===== config.mk =====
export PLATFORM = sky130hd
export DESIGN_NAME = pfa_ctrl
export DESIGN_NICKNAME = d
export VERILOG_FILES = /design/src/pfa_pkg.sv /design/src/pfa_ctrl.sv
export SDC_FILE = /design/constraint.sdc
export NUM_CORES = 1
export LEC_CHECK = 0
export BUFFER_PORTS_ARGS = -buffer_cell sky130_fd_sc_hd__buf_4
export CAP_MARGIN = 40
export CORE_AREA = 3 3 40 42
export DETAILED_ROUTE_END_ITERATION = 10
export DIE_AREA = 0 0 43 45
export PLACE_DENSITY = 0.66
export SLEW_MARGIN = 20
export SYNTH_ARGS = -nofsm -noshare
export SYNTH_HDL_FRONTEND = slang
export SYNTH_SLANG_ARGS = --single-unit

===== constraint.sdc =====
create_clock -name clk -period 4.4 [get_ports clk]
set_clock_uncertainty 0.15 [all_clocks]
set_input_delay 1.32 -clock clk [delete_from_list [all_inputs] [get_ports clk]]
set_output_delay 1.32 -clock clk [all_outputs]
set_load 0.01 [all_outputs]

===== src/pfa_pkg.sv =====
// ----------------------------------------------------------------------------
// pfa_pkg: shared types and constants for the pair force accumulator
// Holds the controller state encoding, the command and status bundles
// exchanged between controller and datapath, and the register map.
// ----------------------------------------------------------------------------
package pfa_pkg;

    localparam int CoordW = 32;
    localparam int IdW    = 20;
    localparam int AccW   = 48;
    localparam int FracW  = 24;

    localparam logic [CoordW-1:0] CutoffReset = 32'd167772;
    localparam logic [CoordW-1:0] MinRadReset = 32'd1678;
    localparam logic [CoordW-1:0] MassReset   = 32'd167772;

    // register word indices (paddr[3:2])
    localparam logic [1:0] RegCutoff = 2'd0;
    localparam logic [1:0] RegMinRad = 2'd1;
    localparam logic [1:0] RegMass   = 2'd2;

    typedef enum logic [3:0] {
        ST_IDLE,
        ST_SQ,
        ST_CMP,
        ST_SQRT,
        ST_QDIV,
        ST_TERM,
        ST_ADIV,
        ST_MDIV,
        ST_ACC,
        ST_OUT
    } state_t;

    // controller to datapath commands
    typedef struct packed {
        logic load;        // capture the input request
        logic sq;          // form squares and distance
        logic cmp;         // clamp r2, decide skip
        logic sqrt_start;
        logic qdiv_start;
        logic term;        // build t and select axis
        logic adiv_start;
        logic mdiv_start;
        logic acc;         // add the term to one accumulator
        logic axis;        // 0: x, 1: y
    } cmd_t;

    // datapath to controller status
    typedef struct packed {
        logic skip;
        logic sqrt_done;
        logic div_done;
        logic last;
    } status_t;

endpackage


===== src/pfa_ctrl.sv =====
// ----------------------------------------------------------------------------
// pfa_ctrl: sequencer for one pair request
// Steps through squares, range check, root, quotient and the two axis terms.
// ----------------------------------------------------------------------------
module pfa_ctrl
    import pfa_pkg::*;
(
    input  logic    clk,
    input  logic    rst_n,
    input  logic    in_valid,
    output logic    in_ready,
    output logic    out_load,
    input  logic    out_free,
    input  status_t sts,
    output cmd_t    cmd
);

    state_t state_reg, state_next;
    logic   axis_reg, axis_next;

    always_ff @(posedge clk or negedge rst_n)
    begin
        if (!rst_n)
        begin
            state_reg <= ST_IDLE;
            axis_reg  <= 1'b0;
        end
        else
        begin
            state_reg <= state_next;
            axis_reg  <= axis_next;
        end
    end

    // advance the sequence and issue commands
    always_comb
    begin
        state_next = state_reg;
        axis_next  = axis_reg;
        cmd        = '0;
        cmd.axis   = axis_reg;
        in_ready   = 1'b0;
        out_load   = 1'b0;
        unique case (state_reg)
            ST_IDLE:
            begin
                in_ready = 1'b1;
                if (in_valid)
                begin
                    cmd.load   = 1'b1;
                    state_next = ST_SQ;
                end
            end
            ST_SQ:
            begin
                cmd.sq     = 1'b1;
                state_next = ST_CMP;
            end
            ST_CMP:
            begin
                cmd.cmp = 1'b1;
                if (sts.skip)
                    state_next = ST_OUT;
                else
                begin
                    cmd.sqrt_start = 1'b1;
                    state_next     = ST_SQRT;
                end
            end
            ST_SQRT:
            begin
                if (sts.sqrt_done)
                begin
                    cmd.qdiv_start = 1'b1;
                    state_next     = ST_QDIV;
                end
            end
            ST_QDIV:
            begin
                if (sts.div_done)
                begin
                    axis_next  = 1'b0;
                    state_next = ST_TERM;
                end
            end
            ST_TERM:
            begin
                cmd.term       = 1'b1;
                state_next     = ST_ADIV;
            end
            ST_ADIV:
            begin
                if (sts.div_done)
                begin
                    cmd.mdiv_start = 1'b1;
                    state_next     = ST_MDIV;
                end
                else
                    cmd.adiv_start = 1'b0;
            end
            ST_MDIV:
            begin
                if (sts.div_done)
                    state_next = ST_ACC;
            end
            ST_ACC:
            begin
                cmd.acc = 1'b1;
                if (axis_reg)
                    state_next = ST_OUT;
                else
                begin
                    axis_next  = 1'b1;
                    state_next = ST_TERM;
                end
            end
            ST_OUT:
            begin
                if (!sts.last)
                    state_next = ST_IDLE;
                else if (out_free)
                begin
                    out_load   = 1'b1;
                    state_next = ST_IDLE;
                end
            end
            default:
                state_next = ST_IDLE;
        endcase
        // term starts the product; the first division follows it
        if (state_reg == ST_TERM)
            cmd.adiv_start = 1'b1;
    end

endmodule


==> impl_metrics.json <==
{
  "vias": 473,
  "hold_viol_final": 0,
  "core-area_um2": 1280,
  "rows": 13,
  "slowest_delay_ns": 0.15,
  "leakagePower_nw": 0.280,
  "fmax_mhz": 310,
  "synth-edff-count": 0,
  "drive_gt1_share_pct": 35.1,
  "min_path_type": "register to register",
  "dr.pass1.iters": 2,
  "grt_pass1_vias": 396,
  "grt_max_degree": 18,
  "status": "finished clean",
  "powerDensity_nw_per_um2": 687,
  "critPathKind": "primary input to output pin",
  "cts-resized-gates": 0,
  "drt_iter0_markers": 6,
  "grt_overflow": 0,
  "wirelength_um": 1030,
  "yosys.area.top_type": "dfrtp_1",
  "cts.clk_slew.worst_paths_ns": 0.04,
  "maxSlewViolCount": 0,
  "seq_area_frac_synth_pct": 25.8,
  "dp_hpwl_um": 819,
  "drc": 0,
  "die_area_um2": 1940,
  "pin_count": 20,
  "synth_common_cells": "nand2_1, nor3_1, dfrtp_1, nand2b_1",
  "io_buffers": 19,
  "regToRegStartpoint": "state_reg[2]$_DFFE_PN0P_",
  "cts_setup_buffers": 0,
  "start_util_pct": 37.7,
  "antenna_found_initial": 0,
  "arrival_ns": 1.76,
  "critPathLaunch": "sts[1]",
  "min_period_ns": 3.23,
  "syn_area_per_cell_um2": 7.81,
  "cts.hold.buffers_added": 0,
  "postLayoutCoreUtil_pct": 48.7,
  "cts_buffers": 3,
  "synth.top_cell.area_share_pct": 25.8,
  "pre_cts_slack_ns": 1.17,
  "wl_per_cell_um": 11.2,
  "cts_tree": "done",
  "grt_setup_unrepaired": "false",
  "synth_seq_cells": 5,
  "yosys.cell_types.count": 31,
  "end_kind": "output pin",
  "gr-usage-all-layers_pct": 11.9,
  "ys_warn_count": 0,
  "die_h_um": 45,
  "largest_reg_flops": 4,
  "period_share_pct": 73.4,
  "crit_chain": "buf_4, nand2_1, nor3_1, buf_4",
  "fin_tns_setup_ns": 0,
  "grt_pass1_wl_um": 1730,
  "routabilityCongestion": 0.719,
  "netlist_area_um2": 484,
  "htree_levels": 1,
  "fp.dieW_um": 43,
  "async_flop_share_pct": 100,
  "required_ns": 2.93,
  "power_uw": 430,
  "tightest_slew_ns": 0.475,
  "hp-start": "axis_reg$_DFFE_PN0P_",
  "worstSetupStartpointType": "primary input",
  "path_common_cell": "buf_4",
  "ant_nets": 0,
  "clock_latency_ns": 0.23,
  "cap_violations": 0,
  "avgViaCountPerCell": 5.14,
  "area_growth_pct": 29.2,
  "diodes": 0,
  "ys.flop_type": "dfrtp_1",
  "relSlewSlack_pct": 68.3,
  "setup_viol": 0,
  "crit_path_max_fanout": 4,
  "synthCells": 62,
  "worst_ir_drop_vdd_v": 0.000351,
  "clockBufferDepth": 2,
  "fin_ws_ns": 1.17,
  "cts.sinks": 5,
  "synth.area.top_cells": "dfrtp_1, nand2b_1, nor3_1",
  "syn-num-nets": 70,
  "cts-root-buf": "clkbuf_4",
  "cp_slowest_cell": "nor3_1",
  "finalNetCount": 86
}
[worst paths after layout]
| path | end | slack [ns] | cells past startpoint |
|---|---|---|---|
| max | cmd[2] | 1.17 | 4 |
| min | axis_reg$_DFFE_PN0P_ | 0.44 | 2 |
| max reg2reg | state_reg[0]$_DFFE_PN0P_ | 2.54 | 4 |
| min reg2reg | axis_reg$_DFFE_PN0P_ | 0.44 | 2 |
| max in group asynchronous | axis_reg$_DFFE_PN0P_ | 3.27 | 1 |
| min in group asynchronous | state_reg[0]$_DFFE_PN0P_ | 0.73 | 1 |
[report_power, final]
| group | leakage (nW) | internal [mW] | switching, mW | total (mW) |
|---|---|---|---|---|
| registers | 0.0634 | 0.0662 | 0.0688 | 0.135 |
| clock network | 0.0150 | 0.0341 | 0.0161 | 0.0502 |
| logic | 0.202 | 0.130 | 0.115 | 0.244 |
[logic make-up (layout without fill, tap and decap cells)]
| logic type | count (synthesis) | after routing | share of synthesized area [%] |
|---|---|---|---|
| AND/OR/NAND/NOR | 30 | 30 | 37.0 |
| buffers and inverters | 12 | 27 | 12.7 |
| AO/OA/AOI/OAI | 13 | 13 | 19.4 |
| flip-flops | 5 | 5 | 25.8 |
| multiplexers | 2 | 2 | 5.17 |
[area by class of cell]
type / count / area [um^2]
fillers: 135 / 659
flip-flops and latches: 5 / 125
inverters: 4 / 15.0
repair buffers: 19 / 143
clock buffers: 4 / 26.3
multi-input cells: 45 / 298
well taps: 15 / 18.8
[through the flow]
stage	std cells	hold WS (ns)	instance area, um^2
2_1_floorplan	62	0.386	484
3_3_place_gp	88	0.446	599
3_5_place_dp	88	0.445	599
4_1_cts	92	0.450	626
5_1_grt	92	0.492	626
6_report	92	0.438	626
[layout by cell type, fill, tap and decap left out, types with 2 or more instances in the layout]
master / Yosys / layout
buf_4: 3 / 19
nand2_1: 6 / 6
nor3_1: 6 / 6
nand2b_1: 5 / 5
dfrtp_1: 5 / 5
nor2_1: 4 / 4
a21oi_1: 3 / 3
inv_1: 3 / 3
clkbuf_4: 0 / 3
o21ai_0: 2 / 2
[worst max-delay path: cells and delay by family]
kind	cells	cell delay [ns]
buf+inv	2	0.25
simple gates	2	0.20
[layer usage]
layer	up-vias	wire [um]	track usage, %
li1	250	-	-
met1	214	472	16.0
met3	0	52	2.79
met5	-	0	0
met2	9	502	18.3
met4	0	0	5.42
(Power assumes the default switching activity.)
